**src/hdl/assert_macros.svh**
```systemverilog
// ----------------------------------------------------------------------------
// Assertion macros
// Shared concurrent assertion forms, clocked on clock and disabled in reset.
// ----------------------------------------------------------------------------
`ifndef ASSERT_MACROS_SVH
`define ASSERT_MACROS_SVH

// The property must hold at every clock edge outside reset.
`define PTPP_ASSERT(lbl, prop, msg) \
   lbl: assert property (@(posedge clock) disable iff (reset) (prop)) else $error(msg);

// When the antecedent holds, the consequent must hold in the next cycle.
`define PTPP_ASSERT_NEXT(lbl, pre, post, msg) \
   lbl: assert property (@(posedge clock) disable iff (reset) (pre) |=> (post)) else $error(msg);

`endif

```
**src/hdl/ptpp_pkg.sv**
```systemverilog
// ----------------------------------------------------------------------------
// ptpp_pkg
// Types and constants shared by the projection controller and datapath.
// ----------------------------------------------------------------------------
`default_nettype none

package ptpp_pkg;

   localparam int unsigned POS_BITS  = 17;
   localparam int unsigned RSP_W     = 24;
   localparam logic [16:0] POS_ONE   = 17'h10000;
   localparam logic [15:0] ROUND_Q16 = 16'h8000;
   localparam int unsigned MAC_STEPS  = 4;
   localparam int unsigned FRAC_STEPS = 16;
   localparam int unsigned DIV_STEPS  = 17;

   typedef enum logic [4:0] {
      S_IDLE,
      S_CLEAR,
      S_RDA,
      S_RDB,
      S_LOAD,
      S_L2,
      S_SQRT_INIT,
      S_SQRT,
      S_DOT,
      S_T_INIT,
      S_FRAC,
      S_SCALE,
      S_D2,
      S_TLEN,
      S_CMP,
      S_NEXT,
      S_DIV_INIT,
      S_DIV,
      S_DONE
   } state_type;

   typedef enum logic [4:0] {
      OP_NONE,
      OP_QUERY,
      OP_VERTEX,
      OP_CLEAR,
      OP_LATCH_A,
      OP_LOAD,
      OP_MAC,
      OP_SQRT_INIT,
      OP_SQRT_STEP,
      OP_T_INIT,
      OP_FRAC_STEP,
      OP_TLEN,
      OP_COMPARE,
      OP_NEXT,
      OP_DIV_INIT,
      OP_DIV_STEP,
      OP_OUT
   } dp_op_type;

   typedef enum logic [1:0] {
      MAC_L2,
      MAC_DOT,
      MAC_SCALE,
      MAC_D2
   } mac_type;

   typedef struct packed {
      dp_op_type   op;
      mac_type     mac;
      logic [1:0]  lane;
   } cmd_type;

   typedef struct packed {
      logic l2_zero;
      logic frac_needed;
      logic out_free;
   } status_type;

endpackage

`default_nettype wire

```
**src/hdl/ptpp_ctrl.sv**
```systemverilog
// ----------------------------------------------------------------------------
// ptpp_ctrl
// Sequencer for the projection: takes transactions, walks the segments.
// ----------------------------------------------------------------------------
`default_nettype none
`include "assert_macros.svh"

module ptpp_ctrl #(
   parameter int NUM_SEGMENTS = 3,
   parameter int SQRT_STEPS   = 25,
   localparam int NUM_VERTS   = NUM_SEGMENTS + 1,
   localparam int AW          = $clog2(NUM_VERTS)
) (
   input  wire logic                 clock,
   input  wire logic                 reset,
   input  wire logic                 req_valid,
   input  wire logic                 req_mode,
   output logic                      req_ready,
   input  wire ptpp_pkg::status_type status,
   output ptpp_pkg::cmd_type         cmd,
   output logic [AW-1:0]             wr_addr,
   output logic [AW-1:0]             rd_addr
);

   localparam int MAX_STEPS = (SQRT_STEPS > ptpp_pkg::DIV_STEPS) ?
                              SQRT_STEPS : ptpp_pkg::DIV_STEPS;
   localparam int SW        = $clog2(MAX_STEPS);

   ptpp_pkg::state_type state_ff, state_in;
   logic [SW-1:0]       step_ff, step_in;
   logic [AW-1:0]       seg_ff, seg_in;
   logic [AW-1:0]       vcount_ff, vcount_in;
   logic                last_vertex;
   logic                seg_last;
   logic                mac_last;

   assign last_vertex = (vcount_ff == AW'(NUM_VERTS - 1));
   assign seg_last    = (seg_ff == AW'(NUM_SEGMENTS - 1));
   assign mac_last    = (step_ff == SW'(ptpp_pkg::MAC_STEPS - 1));

   // Next state.
   always_comb begin
      state_in = state_ff;
      unique case (state_ff)
         ptpp_pkg::S_IDLE: begin
            if (req_valid && req_mode && last_vertex) state_in = ptpp_pkg::S_CLEAR;
         end
         ptpp_pkg::S_CLEAR:     state_in = ptpp_pkg::S_RDA;
         ptpp_pkg::S_RDA:       state_in = ptpp_pkg::S_RDB;
         ptpp_pkg::S_RDB:       state_in = ptpp_pkg::S_LOAD;
         ptpp_pkg::S_LOAD:      state_in = ptpp_pkg::S_L2;
         ptpp_pkg::S_L2: begin
            if (mac_last) state_in = ptpp_pkg::S_SQRT_INIT;
         end
         ptpp_pkg::S_SQRT_INIT: state_in = ptpp_pkg::S_SQRT;
         ptpp_pkg::S_SQRT: begin
            if (step_ff == SW'(SQRT_STEPS - 1)) begin
               state_in = status.l2_zero ? ptpp_pkg::S_NEXT : ptpp_pkg::S_DOT;
            end
         end
         ptpp_pkg::S_DOT: begin
            if (mac_last) state_in = ptpp_pkg::S_T_INIT;
         end
         ptpp_pkg::S_T_INIT: begin
            state_in = status.frac_needed ? ptpp_pkg::S_FRAC : ptpp_pkg::S_SCALE;
         end
         ptpp_pkg::S_FRAC: begin
            if (step_ff == SW'(ptpp_pkg::FRAC_STEPS - 1)) state_in = ptpp_pkg::S_SCALE;
         end
         ptpp_pkg::S_SCALE: begin
            if (mac_last) state_in = ptpp_pkg::S_D2;
         end
         ptpp_pkg::S_D2: begin
            if (mac_last) state_in = ptpp_pkg::S_TLEN;
         end
         ptpp_pkg::S_TLEN:      state_in = ptpp_pkg::S_CMP;
         ptpp_pkg::S_CMP:       state_in = ptpp_pkg::S_NEXT;
         ptpp_pkg::S_NEXT: begin
            state_in = seg_last ? ptpp_pkg::S_DIV_INIT : ptpp_pkg::S_RDA;
         end
         ptpp_pkg::S_DIV_INIT:  state_in = ptpp_pkg::S_DIV;
         ptpp_pkg::S_DIV: begin
            if (step_ff == SW'(ptpp_pkg::DIV_STEPS - 1)) state_in = ptpp_pkg::S_DONE;
         end
         ptpp_pkg::S_DONE: begin
            if (status.out_free) state_in = ptpp_pkg::S_IDLE;
         end
         default:               state_in = ptpp_pkg::S_IDLE;
      endcase
   end

   // Outputs to the datapath.
   always_comb begin
      cmd.op    = ptpp_pkg::OP_NONE;
      cmd.mac   = ptpp_pkg::MAC_L2;
      cmd.lane  = step_ff[1:0];
      req_ready = 1'b0;
      wr_addr   = vcount_ff;
      rd_addr   = seg_ff;
      unique case (state_ff)
         ptpp_pkg::S_IDLE: begin
            req_ready = 1'b1;
            if (req_valid) cmd.op = req_mode ? ptpp_pkg::OP_VERTEX : ptpp_pkg::OP_QUERY;
         end
         ptpp_pkg::S_CLEAR:     cmd.op = ptpp_pkg::OP_CLEAR;
         ptpp_pkg::S_RDA:       cmd.op = ptpp_pkg::OP_NONE;
         ptpp_pkg::S_RDB: begin
            cmd.op  = ptpp_pkg::OP_LATCH_A;
            rd_addr = seg_ff + AW'(1);
         end
         ptpp_pkg::S_LOAD:      cmd.op = ptpp_pkg::OP_LOAD;
         ptpp_pkg::S_L2: begin
            cmd.op  = ptpp_pkg::OP_MAC;
            cmd.mac = ptpp_pkg::MAC_L2;
         end
         ptpp_pkg::S_SQRT_INIT: cmd.op = ptpp_pkg::OP_SQRT_INIT;
         ptpp_pkg::S_SQRT:      cmd.op = ptpp_pkg::OP_SQRT_STEP;
         ptpp_pkg::S_DOT: begin
            cmd.op  = ptpp_pkg::OP_MAC;
            cmd.mac = ptpp_pkg::MAC_DOT;
         end
         ptpp_pkg::S_T_INIT:    cmd.op = ptpp_pkg::OP_T_INIT;
         ptpp_pkg::S_FRAC:      cmd.op = ptpp_pkg::OP_FRAC_STEP;
         ptpp_pkg::S_SCALE: begin
            cmd.op  = ptpp_pkg::OP_MAC;
            cmd.mac = ptpp_pkg::MAC_SCALE;
         end
         ptpp_pkg::S_D2: begin
            cmd.op  = ptpp_pkg::OP_MAC;
            cmd.mac = ptpp_pkg::MAC_D2;
         end
         ptpp_pkg::S_TLEN:      cmd.op = ptpp_pkg::OP_TLEN;
         ptpp_pkg::S_CMP:       cmd.op = ptpp_pkg::OP_COMPARE;
         ptpp_pkg::S_NEXT:      cmd.op = ptpp_pkg::OP_NEXT;
         ptpp_pkg::S_DIV_INIT:  cmd.op = ptpp_pkg::OP_DIV_INIT;
         ptpp_pkg::S_DIV:       cmd.op = ptpp_pkg::OP_DIV_STEP;
         ptpp_pkg::S_DONE: begin
            if (status.out_free) cmd.op = ptpp_pkg::OP_OUT;
         end
         default:               cmd.op = ptpp_pkg::OP_NONE;
      endcase
   end

   // Counters.
   always_comb begin
      step_in   = (state_in == state_ff) ? step_ff + SW'(1) : '0;
      seg_in    = seg_ff;
      vcount_in = vcount_ff;
      if (state_ff == ptpp_pkg::S_CLEAR) seg_in = '0;
      if (state_ff == ptpp_pkg::S_NEXT && !seg_last) seg_in = seg_ff + AW'(1);
      if (state_ff == ptpp_pkg::S_IDLE && req_valid) begin
         if (!req_mode || last_vertex) vcount_in = '0;
         else vcount_in = vcount_ff + AW'(1);
      end
   end

   always_ff @(posedge clock) begin
      if (reset) begin
         state_ff  <= ptpp_pkg::S_IDLE;
         step_ff   <= '0;
         seg_ff    <= '0;
         vcount_ff <= '0;
      end else begin
         state_ff  <= state_in;
         step_ff   <= step_in;
         seg_ff    <= seg_in;
         vcount_ff <= vcount_in;
      end
   end

   `PTPP_ASSERT_NEXT(a_done_holds, (state_ff == ptpp_pkg::S_DONE) && !status.out_free, state_ff == ptpp_pkg::S_DONE, "result lost while output busy")
   `PTPP_ASSERT_NEXT(a_last_vertex_starts, (state_ff == ptpp_pkg::S_IDLE) && req_valid && req_mode && last_vertex, (state_ff == ptpp_pkg::S_CLEAR) && (vcount_ff == '0), "last vertex did not start evaluation")
   `PTPP_ASSERT(a_vcount_range, vcount_ff <= AW'(NUM_VERTS - 1), "vertex count out of range")

endmodule

`default_nettype wire

```
**src/hdl/ptpp_dp.sv**
```systemverilog
// ----------------------------------------------------------------------------
// ptpp_dp
// Projection datapath: vertex memory, shared multiplier, root and dividers.
// ----------------------------------------------------------------------------
`default_nettype none
`include "assert_macros.svh"

module ptpp_dp #(
   parameter int NUM_SEGMENTS = 3,
   parameter int COORD_BITS   = 24,
   localparam int NUM_VERTS   = NUM_SEGMENTS + 1,
   localparam int AW          = $clog2(NUM_VERTS)
) (
   input  wire logic                    clock,
   input  wire logic                    reset,
   input  wire ptpp_pkg::cmd_type       cmd,
   input  wire logic [AW-1:0]           wr_addr,
   input  wire logic [AW-1:0]           rd_addr,
   input  wire logic [3*COORD_BITS-1:0] in_coords,
   input  wire logic                    rsp_ready,
   output logic                         rsp_valid,
   output logic [ptpp_pkg::POS_BITS-1:0] rsp_position,
   output logic                         rsp_degenerate,
   output ptpp_pkg::status_type         status
);

   localparam int CB        = COORD_BITS;
   localparam int PRE_SHIFT = (CB > 26) ? CB - 26 : 0;
   localparam int DW        = CB + 1 - PRE_SHIFT;
   localparam int L2W       = 2 * DW;
   localparam int PW        = 2 * DW + 2;
   localparam int ACW       = 2 * DW + 3;
   localparam int TW        = DW + $clog2(NUM_SEGMENTS + 1);
   localparam int BW        = TW + 16;
   localparam int NW        = TW + 17;

   // Coordinate difference, magnitude reduced to DW signed bits.
   function automatic logic signed [DW-1:0] red_diff(input logic signed [CB-1:0] a,
                                                     input logic signed [CB-1:0] b);
      logic signed [CB:0] df;
      logic [CB:0]        mag;
      logic [CB:0]        sh;
      df  = {a[CB-1], a} - {b[CB-1], b};
      mag = df[CB] ? (CB+1)'(-df) : (CB+1)'(df);
      sh  = mag >> PRE_SHIFT;
      return df[CB] ? -$signed(sh[DW-1:0]) : $signed(sh[DW-1:0]);
   endfunction

   logic [3*CB-1:0]        mem [NUM_VERTS];
   logic [3*CB-1:0]        rd_ff;
   logic [3*CB-1:0]        va_ff;
   logic signed [CB-1:0]   q_ff [3];
   logic signed [DW-1:0]   d_ff [3];
   logic signed [DW-1:0]   w_ff [3];
   logic signed [DW:0]     e_ff [3];
   logic signed [PW-1:0]   p_ff;
   logic signed [ACW-1:0]  acc_ff;
   logic [L2W-1:0]         l2_ff;
   logic [L2W-1:0]         sq_v_ff;
   logic [L2W-1:0]         sq_r_ff;
   logic [L2W-1:0]         sq_bit_ff;
   logic [16:0]            t_ff;
   logic [L2W:0]           fr_rem_ff;
   logic [TW-1:0]          total_ff;
   logic [PW-1:0]          best_d2_ff;
   logic [BW-1:0]          best_num_ff;
   logic                   have_ff;
   logic [NW-1:0]          dv_rem_ff;
   logic [NW-1:0]          dv_den_ff;
   logic [16:0]            dv_q_ff;
   logic                   rsp_valid_ff;
   logic [16:0]            pos_ff;
   logic                   degen_ff;

   logic [1:0]             iss;
   logic [1:0]             sc_idx;
   logic signed [DW:0]     mul_a, mul_b;
   logic [DW+16:0]         sc_sum;
   logic [DW-1:0]          sc_mag;
   logic signed [DW:0]     sc_off;
   logic signed [DW:0]     sc_e;
   logic [L2W:0]           sq_trial;
   logic [L2W:0]           fr_rem2;
   logic                   dot_pos;
   logic                   dot_ge;
   logic [DW-1:0]          len;
   logic                   better;

   assign len    = sq_r_ff[DW-1:0];
   assign iss    = (cmd.lane == 2'd3) ? 2'd0 : cmd.lane;
   assign sc_idx = (cmd.lane == 2'd0) ? 2'd0 : cmd.lane - 2'd1;

   // Shared multiplier operand selection.
   always_comb begin
      mul_a = {d_ff[iss][DW-1], d_ff[iss]};
      mul_b = {d_ff[iss][DW-1], d_ff[iss]};
      if (cmd.op == ptpp_pkg::OP_TLEN) begin
         mul_a = $signed({1'b0, len});
         mul_b = $signed({{(DW-16){1'b0}}, t_ff});
      end else begin
         unique case (cmd.mac)
            ptpp_pkg::MAC_L2: begin
               mul_a = {d_ff[iss][DW-1], d_ff[iss]};
               mul_b = {d_ff[iss][DW-1], d_ff[iss]};
            end
            ptpp_pkg::MAC_DOT: begin
               mul_a = {d_ff[iss][DW-1], d_ff[iss]};
               mul_b = {w_ff[iss][DW-1], w_ff[iss]};
            end
            ptpp_pkg::MAC_SCALE: begin
               mul_a = d_ff[iss][DW-1] ? -{d_ff[iss][DW-1], d_ff[iss]}
                                       :  {d_ff[iss][DW-1], d_ff[iss]};
               mul_b = $signed({{(DW-16){1'b0}}, t_ff});
            end
            ptpp_pkg::MAC_D2: begin
               mul_a = e_ff[iss];
               mul_b = e_ff[iss];
            end
            default: begin
               mul_a = '0;
               mul_b = '0;
            end
         endcase
      end
   end

   // Closest-point offset, rounded half away from zero, and the residual.
   always_comb begin
      sc_sum = {1'b0, p_ff[DW+15:0]} + (DW+17)'(ptpp_pkg::ROUND_Q16);
      sc_mag = sc_sum[DW+15:16];
      sc_off = d_ff[sc_idx][DW-1] ? -$signed({1'b0, sc_mag}) : $signed({1'b0, sc_mag});
      sc_e   = {w_ff[sc_idx][DW-1], w_ff[sc_idx]} - sc_off;
   end

   assign sq_trial = {1'b0, sq_r_ff} + {1'b0, sq_bit_ff};
   assign fr_rem2  = {fr_rem_ff[L2W-1:0], 1'b0};
   assign dot_pos  = !acc_ff[ACW-1] && (acc_ff != '0);
   assign dot_ge   = acc_ff[ACW-2:0] >= (ACW-1)'(l2_ff);
   assign better   = !have_ff || (acc_ff[PW-1:0] < best_d2_ff);

   // Vertex memory, registered read.
   always_ff @(posedge clock) begin
      if (cmd.op == ptpp_pkg::OP_VERTEX) mem[wr_addr] <= in_coords;
      rd_ff <= mem[rd_addr];
   end

   // Control and query registers.
   always_ff @(posedge clock) begin
      if (reset) begin
         for (int k = 0; k < 3; k++) q_ff[k] <= '0;
         have_ff      <= 1'b0;
         rsp_valid_ff <= 1'b0;
      end else begin
         if (cmd.op == ptpp_pkg::OP_QUERY) begin
            for (int k = 0; k < 3; k++) q_ff[k] <= in_coords[k*CB +: CB];
         end
         if (cmd.op == ptpp_pkg::OP_CLEAR) have_ff <= 1'b0;
         else if (cmd.op == ptpp_pkg::OP_COMPARE) have_ff <= 1'b1;
         if (cmd.op == ptpp_pkg::OP_OUT) rsp_valid_ff <= 1'b1;
         else if (rsp_ready) rsp_valid_ff <= 1'b0;
      end
   end

   // Arithmetic registers.
   always_ff @(posedge clock) begin
      p_ff <= mul_a * mul_b;
      unique case (cmd.op)
         ptpp_pkg::OP_CLEAR: begin
            total_ff <= '0;
         end
         ptpp_pkg::OP_LATCH_A: begin
            va_ff <= rd_ff;
         end
         ptpp_pkg::OP_LOAD: begin
            for (int k = 0; k < 3; k++) begin
               d_ff[k] <= red_diff(rd_ff[k*CB +: CB], va_ff[k*CB +: CB]);
               w_ff[k] <= red_diff(q_ff[k], va_ff[k*CB +: CB]);
            end
         end
         ptpp_pkg::OP_MAC: begin
            if (cmd.lane == 2'd0) acc_ff <= '0;
            else if (cmd.mac == ptpp_pkg::MAC_SCALE) e_ff[sc_idx] <= sc_e;
            else acc_ff <= acc_ff + ACW'(p_ff);
         end
         ptpp_pkg::OP_SQRT_INIT: begin
            l2_ff     <= acc_ff[L2W-1:0];
            sq_v_ff   <= acc_ff[L2W-1:0];
            sq_r_ff   <= '0;
            sq_bit_ff <= {2'b01, {(L2W-2){1'b0}}};
         end
         ptpp_pkg::OP_SQRT_STEP: begin
            if ({1'b0, sq_v_ff} >= sq_trial) begin
               sq_v_ff <= sq_v_ff - sq_trial[L2W-1:0];
               sq_r_ff <= (sq_r_ff >> 1) + sq_bit_ff;
            end else begin
               sq_r_ff <= sq_r_ff >> 1;
            end
            sq_bit_ff <= sq_bit_ff >> 2;
         end
         ptpp_pkg::OP_T_INIT: begin
            fr_rem_ff <= acc_ff[L2W:0];
            if (dot_pos && dot_ge) t_ff <= ptpp_pkg::POS_ONE;
            else t_ff <= '0;
         end
         ptpp_pkg::OP_FRAC_STEP: begin
            if (fr_rem2 >= {1'b0, l2_ff}) begin
               fr_rem_ff <= fr_rem2 - {1'b0, l2_ff};
               t_ff      <= {t_ff[15:0], 1'b1};
            end else begin
               fr_rem_ff <= fr_rem2;
               t_ff      <= {t_ff[15:0], 1'b0};
            end
         end
         ptpp_pkg::OP_COMPARE: begin
            if (better) begin
               best_d2_ff  <= acc_ff[PW-1:0];
               best_num_ff <= {total_ff, 16'h0000} + BW'(p_ff[DW+16:0]);
            end
         end
         ptpp_pkg::OP_NEXT: begin
            total_ff <= total_ff + TW'(len);
         end
         ptpp_pkg::OP_DIV_INIT: begin
            dv_rem_ff <= NW'(best_num_ff) + NW'(total_ff >> 1);
            dv_den_ff <= NW'({total_ff, 16'h0000});
            dv_q_ff   <= '0;
         end
         ptpp_pkg::OP_DIV_STEP: begin
            if (dv_rem_ff >= dv_den_ff) begin
               dv_rem_ff <= dv_rem_ff - dv_den_ff;
               dv_q_ff   <= {dv_q_ff[15:0], 1'b1};
            end else begin
               dv_q_ff   <= {dv_q_ff[15:0], 1'b0};
            end
            dv_den_ff <= dv_den_ff >> 1;
         end
         ptpp_pkg::OP_OUT: begin
            degen_ff <= (total_ff == '0);
            if (total_ff == '0) pos_ff <= '0;
            else if (dv_q_ff > ptpp_pkg::POS_ONE) pos_ff <= ptpp_pkg::POS_ONE;
            else pos_ff <= dv_q_ff;
         end
         default: begin
         end
      endcase
   end

   assign rsp_valid          = rsp_valid_ff;
   assign rsp_position       = pos_ff;
   assign rsp_degenerate     = degen_ff;
   assign status.l2_zero     = (l2_ff == '0);
   assign status.frac_needed = dot_pos && !dot_ge;
   assign status.out_free    = !rsp_valid_ff || rsp_ready;

   `PTPP_ASSERT(a_pos_range, !rsp_valid_ff || (pos_ff <= ptpp_pkg::POS_ONE), "position above one")
   `PTPP_ASSERT(a_degen_zero, !(rsp_valid_ff && degen_ff) || (pos_ff == '0), "degenerate result with non-zero position")
   `PTPP_ASSERT_NEXT(a_out_loads, cmd.op == ptpp_pkg::OP_OUT, rsp_valid_ff, "result not presented after load")

endmodule

`default_nettype wire

```
**src/hdl/point_to_polyline_projection.sv**
```systemverilog
// ----------------------------------------------------------------------------
// point_to_polyline_projection
// Normalized arc-length position of the point of a polyline nearest a query.
// ----------------------------------------------------------------------------
// Usage. The req channel carries one transaction per point: req_tuser = 0
// loads the query point, req_tuser = 1 appends the next vertex. A query
// discards vertices gathered so far. When vertex NUM_SEGMENTS + 1 arrives,
// the block measures every segment and presents one transaction on the rsp
// channel: the position in Q1.16 (0 = first vertex, 65536 = last) and a flag
// that is set when the polyline has zero length, with position then 0.
// Operation. Queries and vertices other than the last are taken while idle.
// After the last vertex, each segment is read and its squared length summed
// on the shared multiplier; the square root then yields one result bit per
// cycle, DW bits in all, where DW = COORD_BITS + 1 (at most 27). A fraction
// is divided out only when the projection falls strictly inside the segment,
// and a segment of zero length skips the rest. A final division by the total
// gives the position; req_tready stays low meanwhile. The result sits in an
// output register, so the next polyline can be gathered and measured while a
// stalled receiver holds the previous one; if the receiver is still stalled
// when that next result is ready, the block waits with req_tready low until
// the output register is taken.
// Reset clears the query point to the origin, the vertex count and the
// output valid; vertex storage needs no clearing.
// ----------------------------------------------------------------------------
`default_nettype none

module point_to_polyline_projection #(
   parameter int NUM_SEGMENTS = 3,
   parameter int COORD_BITS   = 24,
   localparam int REQ_W       = ((3 * COORD_BITS + 7) / 8) * 8
) (
   input  wire logic                        clock,
   input  wire logic                        reset,
   input  wire logic                        req_tvalid,
   output logic                             req_tready,
   input  wire logic [REQ_W-1:0]            req_tdata,   // x, y, z (signed Q3.20), zero fill
   input  wire logic                        req_tuser,   // mode: 0 query, 1 vertex
   output logic                             rsp_tvalid,
   input  wire logic                        rsp_tready,
   output logic [ptpp_pkg::RSP_W-1:0]       rsp_tdata,   // position (17 bits), zero fill
   output logic                             rsp_tuser    // degenerate
);

   localparam int NUM_VERTS = NUM_SEGMENTS + 1;
   localparam int AW        = $clog2(NUM_VERTS);
   localparam int PRE_SHIFT = (COORD_BITS > 26) ? COORD_BITS - 26 : 0;
   localparam int DW        = COORD_BITS + 1 - PRE_SHIFT;

   ptpp_pkg::cmd_type     cmd;
   ptpp_pkg::status_type  status;
   logic [AW-1:0]         wr_addr;
   logic [AW-1:0]         rd_addr;
   logic [ptpp_pkg::POS_BITS-1:0] position;

   // Sequencer: accepts transactions and steps through each segment.
   ptpp_ctrl #(
      .NUM_SEGMENTS (NUM_SEGMENTS),
      .SQRT_STEPS   (DW)
   ) u_ctrl (
      .clock     (clock),
      .reset     (reset),
      .req_valid (req_tvalid),
      .req_mode  (req_tuser),
      .req_ready (req_tready),
      .status    (status),
      .cmd       (cmd),
      .wr_addr   (wr_addr),
      .rd_addr   (rd_addr)
   );

   // Datapath: vertex memory, multiplier, root, dividers and result register.
   ptpp_dp #(
      .NUM_SEGMENTS (NUM_SEGMENTS),
      .COORD_BITS   (COORD_BITS)
   ) u_dp (
      .clock          (clock),
      .reset          (reset),
      .cmd            (cmd),
      .wr_addr        (wr_addr),
      .rd_addr        (rd_addr),
      .in_coords      (req_tdata[3*COORD_BITS-1:0]),
      .rsp_ready      (rsp_tready),
      .rsp_valid      (rsp_tvalid),
      .rsp_position   (position),
      .rsp_degenerate (rsp_tuser),
      .status         (status)
   );

   assign rsp_tdata = {{(ptpp_pkg::RSP_W - ptpp_pkg::POS_BITS){1'b0}}, position};

endmodule

`default_nettype wire
```
**config.mk**
```make
export PLATFORM = sky130hd
export DESIGN_NAME = point_to_polyline_projection
export DESIGN_NICKNAME = d
export VERILOG_FILES = /design/src/hdl/ptpp_pkg.sv /design/src/hdl/ptpp_ctrl.sv /design/src/hdl/ptpp_dp.sv /design/src/hdl/point_to_polyline_projection.sv
export VERILOG_INCLUDE_DIRS = /design/src /design/src/hdl
export SDC_FILE = /design/constraint.sdc
export NUM_CORES = 2
export LEC_CHECK = 0
export BUFFER_PORTS_ARGS = -buffer_cell sky130_fd_sc_hd__buf_2
export CAP_MARGIN = 20
export CELL_PAD_IN_SITES_DETAIL_PLACEMENT = 1
export CELL_PAD_IN_SITES_GLOBAL_PLACEMENT = 2
export CORE_ASPECT_RATIO = 1.2
export CORE_MARGIN = 2
export CORE_UTILIZATION = 44
export CTS_BUF_LIST = sky130_fd_sc_hd__clkbuf_4 sky130_fd_sc_hd__clkbuf_8
export CTS_CLUSTER_SIZE = 14
export DETAILED_ROUTE_END_ITERATION = 10
export GPL_TIMING_DRIVEN = 0
export PLACE_DENSITY = 0.91
export RECOVER_POWER = 25
export SLEW_MARGIN = 20
export SYNTH_ARGS = -nofsm -noshare
export SYNTH_HDL_FRONTEND = slang
export SYNTH_HIERARCHICAL = 1
export SYNTH_SLANG_ARGS = --single-unit
```
**constraint.sdc**
```tcl
create_clock -name clock -period 15 [get_ports clock]
set_clock_uncertainty 0.05 [all_clocks]
set_input_delay 0 -clock clock [delete_from_list [all_inputs] [get_ports clock]]
set_output_delay 0 -clock clock [all_outputs]
set_load 0.05 [all_outputs]
```
Yosys cells after proc, flatten, opt, wreduce, memory -nomap -nowiden
Memories as Yosys holds them, arrays and structs flattened. A register that Yosys moved wholly into a read port is not among the register bits.
Index checks and enable logic that the tools add are counted.
{"block": "op_classes", "div_mod_pow": 0, "addsub": 35, "mul": 1, "n_lt_le_gt_ge": 6, "muxes": 79, "shifts": 0, "n_eq_ne": 48, "bitwise": 4, "reduce_logical": 37}
{"cell": "$pmux 50 s2", "count": 4}
{"cell": "$mux 25", "count": 12}
{"cell": "$neg 25->25", "count": 12}
{"cell": "$pmux 44 s2", "count": 2}
{"cell": "$mux 50", "count": 3}
{"cell": "$sub 24x24->25", "count": 6}
{"cell": "$mux 26", "count": 4}
{"cell": "$pmux 26 s4", "count": 1}
{"cell": "$sub 50x50->50", "count": 2}
{"cell": "$pmux 5 s19", "count": 1}
{"cell": "$eq 5x4->1 const B", "count": 17}
{"cell": "$pmux 26 s3", "count": 1}
{"cell": "$pmux 5 s15", "count": 1}
{"cell": "$mux 24", "count": 3}
{"cell": "$pmux 17 s2", "count": 2}
{"cell": "$mux 5", "count": 12}
{"cell": "$pmux 27 s2", "count": 1}
{"cell": "$add 53x52->53", "count": 1}
{"cell": "$mux 53", "count": 1}
{"cell": "$reduce_bool 53->1", "count": 1}
{"cell": "$ge 52x50->1", "count": 1}
{"cell": "$lt 52x52->1", "count": 1}
{"cell": "$mul 26x26->52", "count": 1}
{"cell": "$add 50x50->51", "count": 1}
{"cell": "other kinds (43)", "count": 119}
{"block": "totals", "mem_bits_rw": 588, "latch_bits": 0, "n_memories": 5, "out_inout_bits": 27, "inputBits": 77, "word_cells": 239, "ff_bits": 705, "romBits": 0}
{"name": "u_dp.mem", "depth": 4, "word_bits": 72, "read_ports": 1, "rd_ports_with_merged_regs": 1, "wr": 1, "line_no": "ptpp_dp.sv:49", "rtl": "logic [3*CB-1:0] mem [NUM_VERTS];"}
{"name": "u_dp.e_ff", "depth": 3, "word_bits": 26, "read_ports": 1, "rd_ports_with_merged_regs": 0, "wr": 1, "line_no": "ptpp_dp.sv:55", "rtl": "logic signed [DW:0] e_ff [3];"}
{"name": "u_dp.d_ff", "depth": 3, "word_bits": 25, "read_ports": 2, "rd_ports_with_merged_regs": 0, "wr": 3, "line_no": "ptpp_dp.sv:53", "rtl": "logic signed [DW-1:0] d_ff [3];"}
{"name": "u_dp.w_ff", "depth": 3, "word_bits": 25, "read_ports": 2, "rd_ports_with_merged_regs": 0, "wr": 3, "line_no": "ptpp_dp.sv:54", "rtl": "logic signed [DW-1:0] w_ff [3];"}
{"name": "u_dp.q_ff", "depth": 3, "word_bits": 24, "read_ports": 3, "rd_ports_with_merged_regs": 0, "wr": 3, "line_no": "ptpp_dp.sv:52", "rtl": "logic signed [CB-1:0] q_ff [3];"}

Logic depth before layout (Yosys ltp)
{"block": "logic_depth", "word_depth": 9, "depth_mapped": 48}

Hierarchy
Netlist, hierarchy kept.
{"module": "ptpp_dp", "area_per_inst_um2": 113448.8, "cells_per_inst": 11600, "n_inst": 1}
{"module": "ptpp_ctrl", "area_per_inst_um2": 1300.0, "cells_per_inst": 176, "n_inst": 1}
{"module": "point_to_polyline_projection", "area_per_inst_um2": 56.3, "cells_per_inst": 8, "n_inst": 1}

Least setup slack after synthesis
No wires, ideal clock.
{"block": "synth_timing", "path_kind": "register to register", "start": "register u_ctrl.state_ff[4]", "end": "memory u_dp/d_ff[0][0] (netlist bit), enable pin", "arrival_ns": 13.614, "slack_ns": 0.493, "path_buffers": 1, "setup_time_ns": 0.843, "synth_period_minus_slack_ns": 14.507, "stages_incl_launch_ff": 8, "path_cell_list": "dfxtp_1 > buf_2 > or2_2 > nor4_1 > nand2_1 > o21ai_0 > nand2b_1 > nor3_1"}
{"element": "from (decl)", "line_no": "ptpp_ctrl.sv:29", "rtl": "ptpp_pkg::state_type state_ff, state_in;"}
{"element": "from (signal assigned)", "line_no": "ptpp_ctrl.sv:159", "rtl": "state_ff <= ptpp_pkg::S_IDLE;"}
{"element": "from (signal assigned)", "line_no": "ptpp_ctrl.sv:164", "rtl": "state_ff <= state_in;"}
{"element": "to (decl)", "line_no": "ptpp_dp.sv:53"}

Worst setup path after layout
{"block": "layout_timing", "start": "register u_ctrl.step_ff[0]", "end": "register u_dp.p_ff[51]"}
{"block": "layout_between", "elab_chain_cells": 8, "word_cells_on_any_way": 12, "classes_between": "1 x add/sub; 1 x mul; 1 x eq/ne; 6 x mux; 3 x memory"}
{"element": "from (decl)", "line_no": "ptpp_ctrl.sv:30", "rtl": "logic [SW-1:0] step_ff, step_in;"}
{"element": "from (signal assigned)", "line_no": "ptpp_ctrl.sv:165", "rtl": "step_ff <= step_in;"}
{"element": "$eq 2x2->1", "line_no": "ptpp_dp.sv:90", "rtl": "assign iss = (cmd.lane == 2'd3) ? 2'd0 : cmd.lane;"}
{"element": "$mux 2 (*)", "line_no": "ptpp_dp.sv:90"}
{"element": "$mem_v2 3x25"}
{"element": "$neg 26->26", "line_no": "ptpp_dp.sv:111", "rtl": "mul_a = d_ff[iss][DW-1] ? -{d_ff[iss][DW-1], d_ff[iss]}"}
{"element": "$mux 26", "line_no": "ptpp_dp.sv:111"}
{"element": "$pmux 26 s3", "line_no": "ptpp_dp.sv:101", "rtl": "unique case (cmd.mac)"}
{"element": "$mux 26", "line_no": "ptpp_dp.sv:97", "rtl": "if (cmd.op == ptpp_pkg::OP_TLEN) begin"}
{"element": "$mul 26x26->52 (*)", "line_no": "ptpp_dp.sv:166", "rtl": "p_ff <= mul_a * mul_b;"}
{"element": "to (signal assigned)", "line_no": "ptpp_dp.sv:166"}
{"element": "to (decl)", "line_no": "ptpp_dp.sv:56", "rtl": "logic signed [PW-1:0] p_ff;"}
Mark *: on every way between the ends. The rest lies on a longest branch, timed or not.
A chain may end at the register's enable or synchronous reset.

==> flow_summary.ini <==
[timing]
worst_slew_pin_slew_ps = 1720
setup_viol = 0
relSlewSlack_pct = -14.8
min_period_ps = 14960
maxSlewViolCount = 10
timing.hold.ws_ps = 190
post-route-period-util_pct = 99.7
final-hold-violation-count = 0
grt_setup_unrepaired = true
fmax_mhz = 66.9

[detailed_routing]
routed_wl_um = 442000
ant_nets = 0
firstDrtPassIters = 8
num_vias = 94800
via_per_inst = 5.93
drt_iter0_markers = 6227
wl_per_cell_um = 27.6
drc = 0

[critical_path]
worstReg2RegStart = u_ctrl/step_ff[0]
critical_path.max_stage_delay_ps = 730
reg2reg_to = u_dp/p_ff[51]
crit_path_start_kind = flop
critPathCapture = u_dp/p_ff[51]
r2r_slack_ps = 40
cp_max_fo = 10
arrival_ps = 15740
cp_common_cell = fa_1
r2r_cells = 40
crit_path_start = u_ctrl/step_ff[0]
worstPathRequired_ps = 15780
worstSetupEndpointType = flop
path_class = reg -> reg
cpMaxStageDelayCell = nor3b_1

[cells_and_area]
final.fill_count = 29300
nNetsFinal = 13900
layout_common_cells = edfxtp_1 (1,199), inv_1 (1,198), nor2_1 (1,056)
final_common_cell = edfxtp_1
post-route-util_pct = 49.1
drive_gt1_share_pct = 8.07
final_cells = 16000
area_delta_synth_final_pct = 11.1

[cts]
clock-root-buffer = clkbuf_8
clk_pin_slew_ps = 60
cts_max_path_buffers = 4
worstSkewPairLatency_ps = 1070
cts_buffers = 233
htreeDepth = 4
cts_sinks = 1339
cts_tree = done

[status]
violations = max-capacitance violations, max-slew violations
status = complete, but fails checks

[synthesis]
syn_area_um2 = 115000
yosys_warnings = 6
ys_ff_latch = 1339
netlist_instances = 11800
synth-main-ff-cell = edfxtp_1
synth_cell_types = 127
yosysSeqAreaShare_pct = 33.8
synth-edff-count = 1199
avgSynthCellArea_um2 = 9.74
synthArstFlopShare_pct = 0

[global_routing]
first_global_vias = 102000
grt_usage_pct = 33.0
overflow = 0
grt_max_degree = 55
grt_pass1_wl_um = 658000
antenna_found_initial = 16

[worst_hold_path]
worstHoldStart = req_tuser
min_path_type = in -> reg

[floorplanning]
dieArea_um2 = 265000
die-height_um = 564
die_x_um = 470
coreArea_um2 = 260000
rows = 205
num_io_pins = 104
floorplan.initialDensity_pct = 44.2

[placement]
place_inst = 15400
hpwl_um = 352000
numPortBuffers = 96
gp_congestion = 1.04

[flow_run]
cap_violations = 1
[kinds of logic after synthesis]
group	Yosys count	synth area share, %
simple gates	3672	15.5
compound gates	2533	14.6
buf+inv	1641	5.49
fa+ha+maj	1484	20.9
flops	1339	33.8
xor+xnor	806	6.18
mux	308	3.54
other cells	1	0.00327
[area by class of cell]
cell class              instances  area (µm²)  area share [%]
flip-flops and latches       1339       38800            30.4
diodes                          7        17.5          0.0137
multi-input cells            8810       70100            55.0
inverters                    1202        4520            3.54
clock inverters               106         895           0.702
clock buffers                 317        3960            3.11
plain buffers                 439        1820            1.43
repair buffers                352        3120            2.45
well taps                    3415        4270            3.35
[worst min path at each step]
| stage | endpoint | slack [ps] | depth (start not counted) |
|---|---|---|---|
| after global placement | u_dp/mem[0][24] | 170 | 1 |
| final | u_ctrl/state_ff[0] | 190 | 6 |
| after global routing | u_ctrl/state_ff[0] | 240 | 6 |
| after floorplan | u_dp/rsp_valid | 20 | 1 |
| after CTS | u_ctrl/state_ff[0] | 100 | 6 |
| after detailed placement | u_dp/mem[0][64] | 180 | 1 |
[sequential cells by signal (all words and copies together) (netlist names), 44 cells and up]
register         count
u_dp/e_ff           78
u_dp/dv_rem_ff      44
u_dp/p_ff           52
u_dp/d_ff           75
u_dp/mem           288
u_dp/va_ff          72
u_dp/rd_ff          72
u_dp/sq_r_ff        50
u_dp/q_ff           72
u_dp/sq_v_ff        50
u_dp/best_d2_ff     52
u_dp/fr_rem_ff      50
u_dp/acc_ff         53
u_dp/l2_ff          50
u_dp/w_ff           75
[timing repair]
action / CTS / global route
setup endpoints to repair: 5 / 7
buffers inserted: 0 / 1
hold buffers: 154 / 0
resized for setup: 10 / 43
pin swaps: 0 / 1
endpoints found under the hold margin: 417 / 0
[layer usage]
metal	vias up	share of wire [%]	global-route usage, %
li1	42700	-	-
met5	-	0.010	0
met4	6	9.0	24.5
met3	1080	4.5	4.11
met2	2711	49	57.7
met1	48400	37	36.9
[critical path: cells and delay by family, from the launching register on]
kind	cells	cell delay, ps
xor gates and xnor gates	1	520
DFF	1	410
muxes	2	550
AOI/OAI and AO/OA	14	5560
buffers and inverters	9	1770
and+or+nand+nor	6	1650
adders and majority gates	8	4230
[metrics by stage]
step           TNS, ps  setup slack, ps  instance area, µm²
3_5_place_dp     -1270             -645              121000
2_1_floorplan        0              493              115000
5_1_grt           -128            -66.1              127000
4_1_cts              0             17.3              127000
6_report             0             41.3              128000
3_3_place_gp   -864190            -4740              120000
[synthesized netlist by cell type, drive strengths merged, types with 35 or more instances]
master	instances	area share, %
o21bai	72	0.49
mux4	73	1.4
nand4	89	0.48
ha	760	8.3
and3	136	0.74
clkbuf	323	1.1
o211ai	69	0.46
o21ai	544	2.4
nor4	89	0.54
o31ai	52	0.37
xor2	281	2.2
mux2i	180	1.6
o21a	102	0.67
nor2	1072	3.5
a21o	302	2.0
mux2	55	0.54
nand2b	162	0.88
nor2b	191	1.0
a21oi	657	2.9
or2	60	0.33
nor3	241	1.1
a211oi	171	1.2
a31oi	124	0.69
inv	1201	3.9
nand2	973	3.2
dfxtp	140	2.4
edfxtp	1199	31
or3	54	0.30
xnor2	525	4.0
nand3	227	0.99
fa	724	13
and2	208	1.1
nor3b	39	0.26
buf	116	0.51
a211o	35	0.27
Power is not shown: default switching activity piles up to over one toggle a cycle in this logic, so the estimate is an artifact.
